## src/design/mngt_pkg.sv

```systemverilog
// Shared types, constants and level/glyph helpers for the MIDI note glyph tracker.
// No dependencies; every other design file refers to this package by scoped names.
`timescale 1ns / 1ps

package mngt_pkg;

   // default geometry of the note cell store
   localparam int CHANNELS_DEF = 16;
   localparam int PITCHES_DEF  = 128;

   // MIDI message types (high nibble of status)
   localparam logic [3:0] TYPE_NOTE_OFF = 4'h8;
   localparam logic [3:0] TYPE_NOTE_ON  = 4'h9;
   localparam logic [3:0] TYPE_CONTROL  = 4'hB;

   // controller numbers
   localparam logic [6:0] CC_VOLUME = 7'd7;
   localparam logic [6:0] CC_PAN    = 7'd10;

   // reset value of volume and pan
   localparam logic [6:0] CC_RESET = 7'd64;

   // result action codes
   localparam logic [2:0] ACT_IGNORE = 3'd0;
   localparam logic [2:0] ACT_VOLUME = 3'd1;
   localparam logic [2:0] ACT_PAN    = 3'd2;
   localparam logic [2:0] ACT_CLEAR  = 3'd3;
   localparam logic [2:0] ACT_DRAW   = 3'd4;
   localparam logic [2:0] ACT_READ   = 3'd5;

   // glyph codes
   localparam logic [7:0] GLYPH_LEFT  = 8'h4C;
   localparam logic [7:0] GLYPH_RIGHT = 8'h52;
   localparam logic [7:0] GLYPH_LIGHT = 8'hB0;
   localparam logic [7:0] GLYPH_MED   = 8'hB1;
   localparam logic [7:0] GLYPH_DARK  = 8'hB2;
   localparam logic [7:0] GLYPH_FULL  = 8'hDB;

   // pan limits
   localparam logic [6:0] PAN_LEFT_LIM  = 7'd52;
   localparam logic [6:0] PAN_RIGHT_LIM = 7'd76;
   localparam logic [6:0] PAN_MAX       = 7'd127;

   // foreground thresholds 5/43/84 scaled by 127, on p = velocity * volume
   localparam logic [13:0] FG_T1 = 14'd635;
   localparam logic [13:0] FG_T2 = 14'd5461;
   localparam logic [13:0] FG_T3 = 14'd10668;

   // background thresholds 5/43/84 scaled by 127 * 64, on p * pan weight
   localparam logic [20:0] BG_T1 = 21'd40640;
   localparam logic [20:0] BG_T2 = 21'd349504;
   localparam logic [20:0] BG_T3 = 21'd682752;

   // glyph step bounds (f = p / 127 stepping in elevens, or in ones at low level)
   localparam logic [13:0] LV1_B0 = 14'd762;    // f < 6
   localparam logic [13:0] LV1_B1 = 14'd889;    // f < 7
   localparam logic [13:0] LV1_B2 = 14'd1016;   // f < 8
   localparam logic [13:0] LV2_B0 = 14'd6858;   // f < 54
   localparam logic [13:0] LV2_B1 = 14'd8255;   // f < 65
   localparam logic [13:0] LV2_B2 = 14'd9652;   // f < 76
   localparam logic [13:0] LV3_B0 = 14'd12065;  // f < 95
   localparam logic [13:0] LV3_B1 = 14'd13462;  // f < 106
   localparam logic [13:0] LV3_B2 = 14'd14859;  // f < 117

   // color attributes per level
   localparam logic [7:0] FG_COLOR [4] = '{8'h00, 8'h08, 8'h07, 8'h0F};
   localparam logic [7:0] BG_COLOR [4] = '{8'h00, 8'h80, 8'h70, 8'hF0};

   // request and result payloads
   typedef struct packed {
      logic       mode;
      logic [7:0] status;
      logic [6:0] data1;
      logic [6:0] data2;
      logic [3:0] query_channel;
      logic [6:0] query_pitch;
   } req_type;

   typedef struct packed {
      logic [2:0] action;
      logic [7:0] glyph;
      logic [7:0] color;
      logic       first_mark;
   } rsp_type;

   // one note cell
   typedef struct packed {
      logic [7:0] glyph;
      logic [7:0] color;
      logic       first;
   } cell_type;

   // controller states
   typedef enum logic [2:0] {
      ST_CLEAR,
      ST_IDLE,
      ST_DECODE,
      ST_CALC,
      ST_FINISH
   } state_type;

   // controller to datapath
   typedef struct packed {
      logic load;
      logic decode;
      logic calc;
      logic finish;
      logic clear_step;
   } cmd_type;

   // datapath to controller
   typedef struct packed {
      logic clear_last;
   } stat_type;

   // level of intensity from p
   function automatic logic [1:0] fg_level(input logic [13:0] p);
      logic [1:0] lv;
      if (p < FG_T1) lv = 2'd0;
      else if (p < FG_T2) lv = 2'd1;
      else if (p < FG_T3) lv = 2'd2;
      else lv = 2'd3;
      return lv;
   endfunction

   // level of background from pan-weighted product
   function automatic logic [1:0] bg_level(input logic [20:0] q);
      logic [1:0] lv;
      if (q < BG_T1) lv = 2'd0;
      else if (q < BG_T2) lv = 2'd1;
      else if (q < BG_T3) lv = 2'd2;
      else lv = 2'd3;
      return lv;
   endfunction

   // centered pan glyph from p and its intensity level
   function automatic logic [7:0] mid_glyph(input logic [13:0] p, input logic [1:0] lv);
      logic [13:0] b0;
      logic [13:0] b1;
      logic [13:0] b2;
      logic [7:0]  g;
      case (lv)
         2'd1: begin
            b0 = LV1_B0; b1 = LV1_B1; b2 = LV1_B2;
         end
         2'd2: begin
            b0 = LV2_B0; b1 = LV2_B1; b2 = LV2_B2;
         end
         2'd3: begin
            b0 = LV3_B0; b1 = LV3_B1; b2 = LV3_B2;
         end
         default: begin
            b0 = '0; b1 = '0; b2 = '0;
         end
      endcase
      if (lv == 2'd0) g = GLYPH_FULL;
      else if (p < b0) g = GLYPH_DARK;
      else if (p < b1) g = GLYPH_LIGHT;
      else if (p < b2) g = GLYPH_MED;
      else g = GLYPH_FULL;
      return g;
   endfunction

endpackage

```

## src/design/mngt_ctrl.sv

```systemverilog
// Controller state machine: clearing pass after reset, then the per-request sequence.
// Depends on mngt_pkg for the state, command and status types.
`timescale 1ns / 1ps

module mngt_ctrl (
   input  logic              clock,
   input  logic              reset,
   input  logic              start,
   input  mngt_pkg::stat_type stat,
   output mngt_pkg::cmd_type  cmd,
   output logic              busy,
   output logic              rsp_valid
);

   mngt_pkg::state_type state_ff, state_in;
   logic                rsp_valid_ff, rsp_valid_in;

   // state and strobe registers
   always_ff @(posedge clock) begin
      if (reset) begin
         state_ff     <= mngt_pkg::ST_CLEAR;
         rsp_valid_ff <= 1'b0;
      end else begin
         state_ff     <= state_in;
         rsp_valid_ff <= rsp_valid_in;
      end
   end

   // next state and commands
   always_comb begin
      state_in     = state_ff;
      cmd          = '0;
      rsp_valid_in = 1'b0;
      case (state_ff)
         mngt_pkg::ST_CLEAR: begin
            cmd.clear_step = 1'b1;
            if (stat.clear_last) state_in = mngt_pkg::ST_IDLE;
         end
         mngt_pkg::ST_IDLE: begin
            if (start) begin
               cmd.load = 1'b1;
               state_in = mngt_pkg::ST_DECODE;
            end
         end
         mngt_pkg::ST_DECODE: begin
            cmd.decode = 1'b1;
            state_in   = mngt_pkg::ST_CALC;
         end
         mngt_pkg::ST_CALC: begin
            cmd.calc = 1'b1;
            state_in = mngt_pkg::ST_FINISH;
         end
         mngt_pkg::ST_FINISH: begin
            cmd.finish   = 1'b1;
            rsp_valid_in = 1'b1;
            state_in     = mngt_pkg::ST_IDLE;
         end
         default: begin
            state_in = mngt_pkg::ST_IDLE;
         end
      endcase
   end

   assign busy      = (state_ff != mngt_pkg::ST_IDLE);
   assign rsp_valid = rsp_valid_ff;

endmodule

```

## config.mk

```make
export PLATFORM = sky130hd
export DESIGN_NAME = mngt_ctrl
export DESIGN_NICKNAME = d
export VERILOG_FILES = /design/src/design/mngt_pkg.sv /design/src/design/mngt_ctrl.sv
export SDC_FILE = /design/constraint.sdc
export NUM_CORES = 1
export LEC_CHECK = 0
export BUFFER_PORTS_ARGS = -buffer_cell sky130_fd_sc_hd__buf_2
export CORE_AREA = 2 2 39 41
export CTS_CLUSTER_SIZE = 40
export DETAILED_ROUTE_END_ITERATION = 7
export DIE_AREA = 0 0 41 43
export SETUP_SLACK_MARGIN = 0.05
export SKIP_LAST_GASP = 1
export SLEW_MARGIN = 10
export SYNTH_ARGS = -nofsm -noshare
export SYNTH_HDL_FRONTEND = slang
export SYNTH_SLANG_ARGS = --single-unit
```

## constraint.sdc

```tcl
create_clock -name clock -period 2.7 [get_ports clock]
set_input_delay 0.81 -clock clock [delete_from_list [all_inputs] [get_ports clock]]
set_output_delay 0.81 -clock clock [all_outputs]
set_load 0.05 [all_outputs]
```

# Word-level counts from Yosys, hierarchy flattened
# Cells that the tools add are included.
word_totals:
  ff_bits: 4
  latchBits: 0
  ramBits: 0
  romBits: 0
  inputBits: 4
  out_inout_bits: 7
  word_cells: 20
  memories: 0
classes:
  add_sub_neg: 0
  multipliers: 0
  div: 0
  magnitude_cmp: 0
  n_eq_ne: 7
  shifts: 0
  muxes: 9
  n_bitwise: 0
  n_reduce_logical: 2
ops:
  columns: ["operator", "n"]
  rows:
  - ["$pmux W3 S4", 1]
  - ["$eq A3 B2 Y1 const B", 2]
  - ["$mux W1", 6]
  - ["$mux W3", 2]
  - ["$ne A2 B2 Y1 const B", 2]
  - ["$eq A3 B1 Y1 const B", 1]
  - ["$eq A3 B3 Y1 const B", 1]
  - ["$logic_not A3 Y1", 1]
  - ["$ne A3 B1 Y1 const B", 1]
  - ["$reduce_and A2 Y1", 1]

# Logic depth before layout (Yosys ltp)
# Gate-level depths: netlist (run 1).
depth:
  ltp_word: 3
  depth_mapped: 2
  mapped_depth_nobuf: 2

# Worst setup path before layout (run 1)
# OpenSTA, ideal clock, no wires.
synth_path:
  path_type: "flip-flop to output port"
  from: "reg state_ff[2]"
  to: "out cmd[0] (netlist bit)"
  arrival_time_ns: 1.446
  required_time_ns: 1.890
  path_slack_ns: 0.444
  stages_incl_launch_ff: 2
  path_buffers: 0
  cell_sequence: "dfxtp_1 nor3_1"
synth_rtl:
  columns: ["element", "line_no", "rtl"]
  rows:
  - ["start: declaration", "mngt_ctrl.sv:15", "mngt_pkg::state_type state_ff, state_in;"]
  - ["start signal: assignment", "mngt_ctrl.sv:21", "state_ff <= mngt_pkg::ST_CLEAR;"]
  - ["start signal: assignment", "mngt_ctrl.sv:24", "state_ff <= state_in;"]
  - ["end: declaration", "mngt_ctrl.sv:10", "output mngt_pkg::cmd_type cmd,"]

==> results of run 1 <==
-- cell usage after synthesis (all sizes together) --
cell type,count,share of area [%]
nor3b,1,3.9
nor3,1,2.6
nand3b,1,3.9
nor2b,2,6.5
nor4,1,3.2
nand2b,1,3.2
buf,1,3.9
or3b,1,5.8
inv,2,3.9
dfxtp,4,41
o21a,1,3.9
and3b,1,5.2
a211oi,2,7.7
nor2,2,5.2
-- flip-flops by register name, summed over array words and instances, names as in the netlist --
| name | count |
|---|---|
| rsp_valid | 1 |
| state_ff | 3 |
-- cell families after synthesis --
group           Yosys count  synth area share (%)
flops                     4                  41.3
compound gates            3                  11.6
buf+inv                   3                  7.74
simple gates             11                  39.4
-- final cells by class --
type / instances / share of cell area, %
well taps: 16 / 7.17
flip-flops and latches: 4 / 28.7
clock buffers: 3 / 8.07
inverters: 2 / 2.69
repair buffers: 10 / 17.9
multi-input cells: 14 / 35.4
-- worst max path at each step --
| stage | startpoint | to | slack [ns] | cells after the start |
|---|---|---|---|---|
| 3_5_place_dp | start | cmd[4] | 0.60 | 4 |
| 6_report | state_ff[0] | cmd[4] | 0.48 | 3 |
| 5_1_grt | state_ff[0] | cmd[4] | 0.39 | 3 |
| 4_1_cts | state_ff[0] | cmd[4] | 0.47 | 3 |
| 2_1_floorplan | state_ff[2] | cmd[0] | 0.44 | 1 |
| 3_3_place_gp | start | cmd[4] | 0.60 | 4 |
-- through the flow --
step                      hold slack, ns  area [um2]
after floorplan                    0.491         194
after global placement             0.542         256
after detailed placement           0.553         256
after CTS                          0.558         279
after global routing               0.592         279
final                              0.552         279
-- power breakdown --
part           internal, mW  switching, mW
combinational        0.0138         0.0314
clock                0.0496         0.0232
sequential           0.0624        0.00517
-- critical path: stages (launching register included) --
cell     delay (ns)
dfxtp_1        0.43
or3b_4         0.41
nor2_2         0.07
buf_2          0.26
-- layer usage --
metal | vias to the layer above | wire, um
met5 | - | 0
met4 | 0 | 14
met3 | 2 | 30
met2 | 9 | 180
met1 | 81 | 201
li1 | 99 | -
==> metrics list, run 1 <==
- HP Start: state_ff[2]
* Power, Total: 0.186 mW
* Pins Over Slew Limit: 0
* Vertical die dimension: 43 um
- Cell variety after synth: 15
- Warning count from the yosys run: 0
- Internal reg-to-reg setup slack: 1.79 ns
- The worst-case IR drop observed on VDD is 151 uV.
- Worst reg2reg path depth: 2
* Number of resized instances in the post-cts repair step: 0
* Number of clock buffers inserted by TritonCTS: 3
- For this run, global-route usage on met2 was measured as 7.19%.
* Final Non-Filler Cells: 49
- Drc violations: 0
- Element type at the critical path start: flip-flop
- After detailed routing, the number of vias per cell comes to 3.90.
* Arr. time, crit path: 1.41 ns
- In the global route stage, met1 resource usage came out at 7.37%.
* Capturing element type of the critical path: output pin
- Ratio of total power to cell area: 665 mW/mm2
* Worst Skew: 0.000501 ns
- After floorplanning, the core was divided into 14 placement rows.
- RSZ-0062 raised after global routing: no
- Hold depth: 2
* Post-synthesis instance area: 194 um2
- Maximum number of pins on one net before global-route repair: 9
- Across the run, the number of max-cap violations was 0.
- Setup fix buffers added after clock tree synthesis: 0
* Final Core Density: 20.2%
- Final antenna diode count: 0
- The flow ran to the end, and the final reports show no timing, DRC or antenna violations.
- Counting along the longest clock path gives a buffer depth of 2.
- Initial antenna violation count: 0
- Synthesized area per cell: 9.24 um2
* Busiest metal layer after global routing: met4
- Clock period minus final worst setup slack: 2.22 ns
- Setup violations remaining at the end of the flow were counted as 0.
- Summed over all cells, the static leakage comes to 0.130 nW.
- Final count of hold timing violations: 0
- Classification of the worst-slack hold path: reg2reg
- Wire length after detailed routing: 428 um
* Fin crit share: 82.2%
- The initial utilization of the core area, before any placement, comes to 14.0%.
- Relative max-transition margin: 83.6%
- Sequential cell area: 80.1 um2
- The library cell used most frequently in the layout, excluding fill and tap cells, is buf_2.
- The cell sitting at the root of the clock tree is a clkbuf_4.
* FILL cells: 156
- The floorplan step defined a die boundary enclosing 0.00176 mm2.
* Clock edge transition at the registers on the reported setup and hold paths: 0.04 ns
- For this design the top-level I/O count stands at 11.
- For this design, the sink count on the clock tree is 4.
- Maximum fanout encountered on the critical timing path: 8
- The floorplan step defined a core boundary enclosing 0.00138 mm2.
- In the final design database the tool counted 39 nets.
- After routing, the total negative slack on setup checks comes to 0 ns.
* Post-CTS Hold Buffers: 0
- Once placement completed, the tool counted placed cells totaling 46.
- DRT Pass-1 Iters: 1
- At the end of routability-driven placement, the weighted congestion stood at 0.632.
* Wire length of the first global-routing pass: 703 um
* Worst slack after detailed placement: 0.599 ns
- In the final layout, the share of cells above drive strength 1 is 48.5%.
- Worst min-delay path endpoint: state_ff[0]
- Synth-to-layout area growth: 43.9%
* Reg2Reg Capture Point: state_ff[2]
- Counting flops and latches in the post-synthesis netlist gives 4.
- Width of the chip: 41 um
- At the later pin of the worst-skew pair, clock insertion delay measures 0.23 ns.
- Final global-route overflow total: 0
- Leaving out fill and tap cells, the most frequent cells in the layout are buf_2 (10), dfxtp_1 (4), clkbuf_4 (3).
- GRT Util Overall: 6.72%
* Area used by multi-input combinational logic: 98.8 um2
- Across all setup checks in the final design, the least slack found is 0.482 ns.
* Global Route met3 Usage: 3.14%
* Number of buffer cells added on primary ports: 10
- The worst setup path is of the reg2out kind.
* Detail Placement HPWL: 328 um
- The detailed router finished its first iteration with 0 violations.
- Vias in the first global route: 177
- Timing would allow up to 451 MHz.
- Post-DRT Antenna Nets: 0
- STA puts the critical path data required time at 1.89 ns.
* Detailed-route wire length per cell: 8.73 um
- Number of instances in the synthesized netlist: 21
* Launching point of the worst reg2reg path: state_ff[2]
- Pin slew with the least headroom to its limit: 0.246 ns
- H-tree levels: 1
- TritonCTS built the clock tree.
* Synthesized netlist net count: 25
* Sequential-to-total area share from yosys stat: 41.3%
- The detailed router placed 191 vias in this run.
Note: power is estimated with default switching activity, not from simulation.
==> run 2: changes to the inputs <==
--- a/config.mk
+++ b/config.mk
@@ -5,6 +5,7 @@
 export SDC_FILE = /design/constraint.sdc
 export NUM_CORES = 1
 export LEC_CHECK = 0
+export ABC_AREA = 1
 export BUFFER_PORTS_ARGS = -buffer_cell sky130_fd_sc_hd__buf_2
 export CORE_AREA = 2 2 39 41
 export CTS_CLUSTER_SIZE = 40
==> constraint.sdc (replaced) <==
create_clock -name clock -period 1.85 [get_ports clock]
set_input_delay 0.555 -clock clock [delete_from_list [all_inputs] [get_ports clock]]
set_output_delay 0.555 -clock clock [all_outputs]
set_load 0.05 [all_outputs]
==> run 2 against run 1 <==
  * Combinational power grew to 3.0 times the previous value
  * Non-clock buffer count stayed put
  * Highest routed layer unchanged
  * Largest cell class unchanged
  * Area after synthesis is 24% higher
  * Wire length is 18% higher
  * Via count is 28% higher
  * Core utilization is 4.7 points higher
  * Critical endpoint is now busy
==> metrics list, run 2 <==
- Wire length of the first global-routing pass: 821 um (+17%)
* Most common cell after layout, fill and taps aside: inv_1
- The maximum vdd ir drop was 338 uV (+120%).
- Final Core Density: 24.9% (+4.7 points)
- The horizontal die dimension was 41 um (unchanged).
* Clk Latency, worst-skew pair: 0.24 ns (about the same)
- The biggest area contributor in the post-synthesis netlist is dfxtp_1.
- Top post-synthesis cells by area: dfxtp_1 (33%), inv_1 (16%), nor2_1 (9.4%)
- Ratio of total power to cell area: 1020 mW/mm2 (+54%)
* Status: finished clean
- Primary flip-flop cell chosen by synthesis mapping: dfxtp_1
- The initial antenna violation count is 0 (unchanged).
- After layout, the worst path uses 93.2% of the clock period.
- The instance area at placement was 313 um2 (+22%).
* Stage delay of the slowest cell on the critical path: 0.43 ns (about the same)
- Critical Path Start: state_ff[1]
* Capturing element type of the critical path: output pin
- The clock-pin transition on the worst setup and hold timing paths is 0.04 ns (about the same).
* HP Start: reset
* Pin slew with the least headroom to its limit: 0.228 ns (-0.0181 ns)
- Post-synthesis instance area: 240 um2 (+24%)
- Routability congestion estimate: 0.750 (+19%)
* Number of DRC markers in iteration 0: 2 (+2)
- The hold buffer count at cts was 0 (unchanged).
- The via count of the first global-routing pass is 230 (+30%).
- The pin count of the biggest net entering global routing came to 8 (-1).
* Synth-to-layout area growth: 43.2%
- The length of the first detailed-routing pass in iterations came to 2 (+1).
- The post-detailed-route count of antenna-violating nets came to 0 (unchanged).
- The final count of pins violating max slew was 0 (unchanged).
- The top cell type's share of synthesized area came to 33.3% (-8.0 points).
* Static leakage: 0.193 nW (+48%)
- Cell variety after synth: 14 (-1)
- Setup repair after global routing left no endpoint under its margin.
- The placed wire-length estimate after detailed placement came to 425 um (+29%).
- Synthesized netlist net count: 40 (+60%)
* Cell family with most CP delay: flip-flops
- The post-route clock skew is 0.00438 ns (+0.00388 ns).
- The average cell area after synthesis came to 6.67 um2 (-28%).
- The internal power summed over all cells came to 0.204 mW (+62%).
- The tightest min-delay check is of the in2reg type.
* Proportion of total power due to net switching: 41.9% (+9.7 points)
- The count of filler cells inserted in the layout was 158 (+1.3%).
- Detailed-route wire length per cell: 7.89 um (-9.7%)
* Top cells by instance count after synthesis: inv_1 (10), nor2_1 (6), dfxtp_1 (4), nand2_1 (3)
- The register with the most flip-flops in the final layout is state_ff.
- Summed negative setup slack over all endpoints: 0 ns (unchanged)
- Count of maximum capacitance violations: 0 (unchanged)
- The initial cell density of the core was 17.4% (+3.3 points).
* Power share of the clock group: 30.8% (-8.4 points)
* Via density per instance: 3.81 (-2.2%)
- Maximum fanout encountered on the critical timing path: 6 (-2)
- The worst slew margin relative to its limit was 84.6% (+1.1 points).
* Switching component of the power: 0.148 mW (+150%)
* Sequential-to-total area share from yosys stat: 33.3% (-8.0 points)
* CTS tree: yes
* Final global-route overflow total: 0 (unchanged)
* Warning count from the yosys run: 0 (unchanged)
- CP required: 1.29 ns (-0.60 ns)
- The fraction of final layout cells sized beyond drive strength 1 is 50.0% (+1.5 points).
- Wire length after detailed routing: 505 um (+18%)
- The H-tree depth came to 1 (unchanged).
- Number of clock buffers inserted by TritonCTS: 3 (unchanged)
- Post-synthesis async set-or-reset flop share: 0% (unchanged)
* Highest achievable clock rate: 580 MHz
- The number of placement rows was 14 (unchanged).
- Number of flip-flops under the largest register name: 3 (unchanged)
* Vertical die dimension: 43 um (unchanged)
- The tree is rooted in a clkbuf_4.
- The most common cell in the synthesized netlist is inv_1.
* Critical Setup Path Class: reg2out
* Fraction of power consumed by combinational cells: 38.6% (+14 points)
- The routed design could run at a clock period as short as 1.72 ns.
- The arrival time of the worst setup path came to 1.17 ns (-0.24 ns).
- On the critical path, the stage with the largest delay is an instance of dfxtp_1.
- Maximum root-to-sink buffer count: 2 (unchanged)
- Leaving out fill and tap cells, the most frequent cells in the layout are inv_1 (9), buf_2 (7), nor2_1 (4).
* Total die area: 0.00176 mm2 (unchanged)
- The net count of the finished layout was 54 (+38%).
- Drc violations: 0 (unchanged)
* Launching point of the worst reg2reg path: state_ff[1]
- The power after layout was 0.352 mW (+90%).
- The clock net sink count was 4 (unchanged).
* Core outline area: 0.00138 mm2 (unchanged)
- The flip-flop and latch count after synthesis is 4 (unchanged).
* IO Count: 11 (unchanged)
* Number of instances in the synthesized netlist: 36 (+71%)
* Element type at the critical path start: flip-flop
- Final antenna diode count: 0 (unchanged)
* Sequential cell fraction of total power: 30.7% (-5.7 points)
* Via count of the routed design: 244 (+28%)
- Number of buffer and inverter instances along the worst setup path: 2 (+1)
* Number of buffer cells added on primary ports: 10 (unchanged)
- Setup violators final: 0 (unchanged)
- The summed area of non-filler cells in the final layout is 344 um2 (+23%).
- Critical path, cell by cell: inv_2 > nand3_2 > buf_2
* Final count of hold timing violations: 0 (unchanged)
* Post-synth EDFFs: 0 (unchanged)
- GRT Util Overall: 8.02% (+1.3 points)
[run 2: changes by cell type in the layout (fill, tap and decap cells not counted), moves of 2 or more]
| cell | before | now |
|---|---|---|
| buf_4 | 0 | 3 |
| nand2_1 | 0 | 3 |
| nand3_1 | 0 | 2 |
| nor2b_1 | 2 | 0 |
| inv_2 | 0 | 2 |
| buf_2 | 10 | 7 |
| nor2_1 | 1 | 4 |
| a211oi_1 | 2 | 0 |
| nand3_2 | 0 | 2 |
| inv_1 | 2 | 9 |
| nor2_2 | 1 | 3 |
[run 2: cell type report]
class	count	area [um2]	area share (%)
Multi-Input combinational cell	20	121	35.3
Tap cell	16	20.0	5.82
Timing Repair Buffer	10	57.6	16.7
Sequential cell	4	81.3	23.6
Inverter	11	41.3	12.0
Clock buffer	3	22.5	6.55
[run 2: power by group through the flow]
stage	Combinational [mW]	Clock (mW)	Sequential [mW]
floorplan	0.110	0	0.107
global route	0.148	0.121	0.109
global placement	0.133	0	0.108
CTS	0.137	0.114	0.107
finish	0.136	0.108	0.108
detailed placement	0.135	0	0.108
[run 2: per-stage QoR]
step	hold WS [ns]	setup WS (ns)	instances
2_1_floorplan	0.517	0.130	36
3_3_place_gp	0.568	0.235	61
3_5_place_dp	0.564	0.235	61
4_1_cts	0.507	0.0536	64
5_1_grt	0.507	0.0689	64
6_report	0.512	0.127	64
[run 2: repair_timing]
item                                    CTS  global route
resized for setup                         2             4
setup buffers                             0             0
endpoints found under the setup margin    2             3
[run 2: cell families after synthesis]
family	count (synthesis)	synth area share (%)
AND/OR/NAND/NOR	19	43.2
buffers and inverters	12	20.3
flip-flops	4	33.3
AO/OA/AOI/OAI	1	3.13
[run 2: path summary, 6_finish.rpt]
path / end / slack, ns / cells after the start
max: busy / 0.13 / 3
max reg2reg: state_ff[1] / 0.88 / 5
min: state_ff[2] / 0.51 / 2
min reg2reg: rsp_valid / 0.51 / 1
[run 2: routing by layer]
metal | global-route usage [%] | wire length (um)
met4 | 10.0 | 19
met5 | 0 | 0
met2 | 12.2 | 298
met1 | 4.47 | 163
met3 | 6.28 | 24
[run 2: worst reg2reg max path, delay by kind of cell, from the launching register on]
kind                   cells  cell delay, ns
buffers and inverters      1            0.10
flip-flops                 1            0.43
AND/OR/NAND/NOR            4            0.33
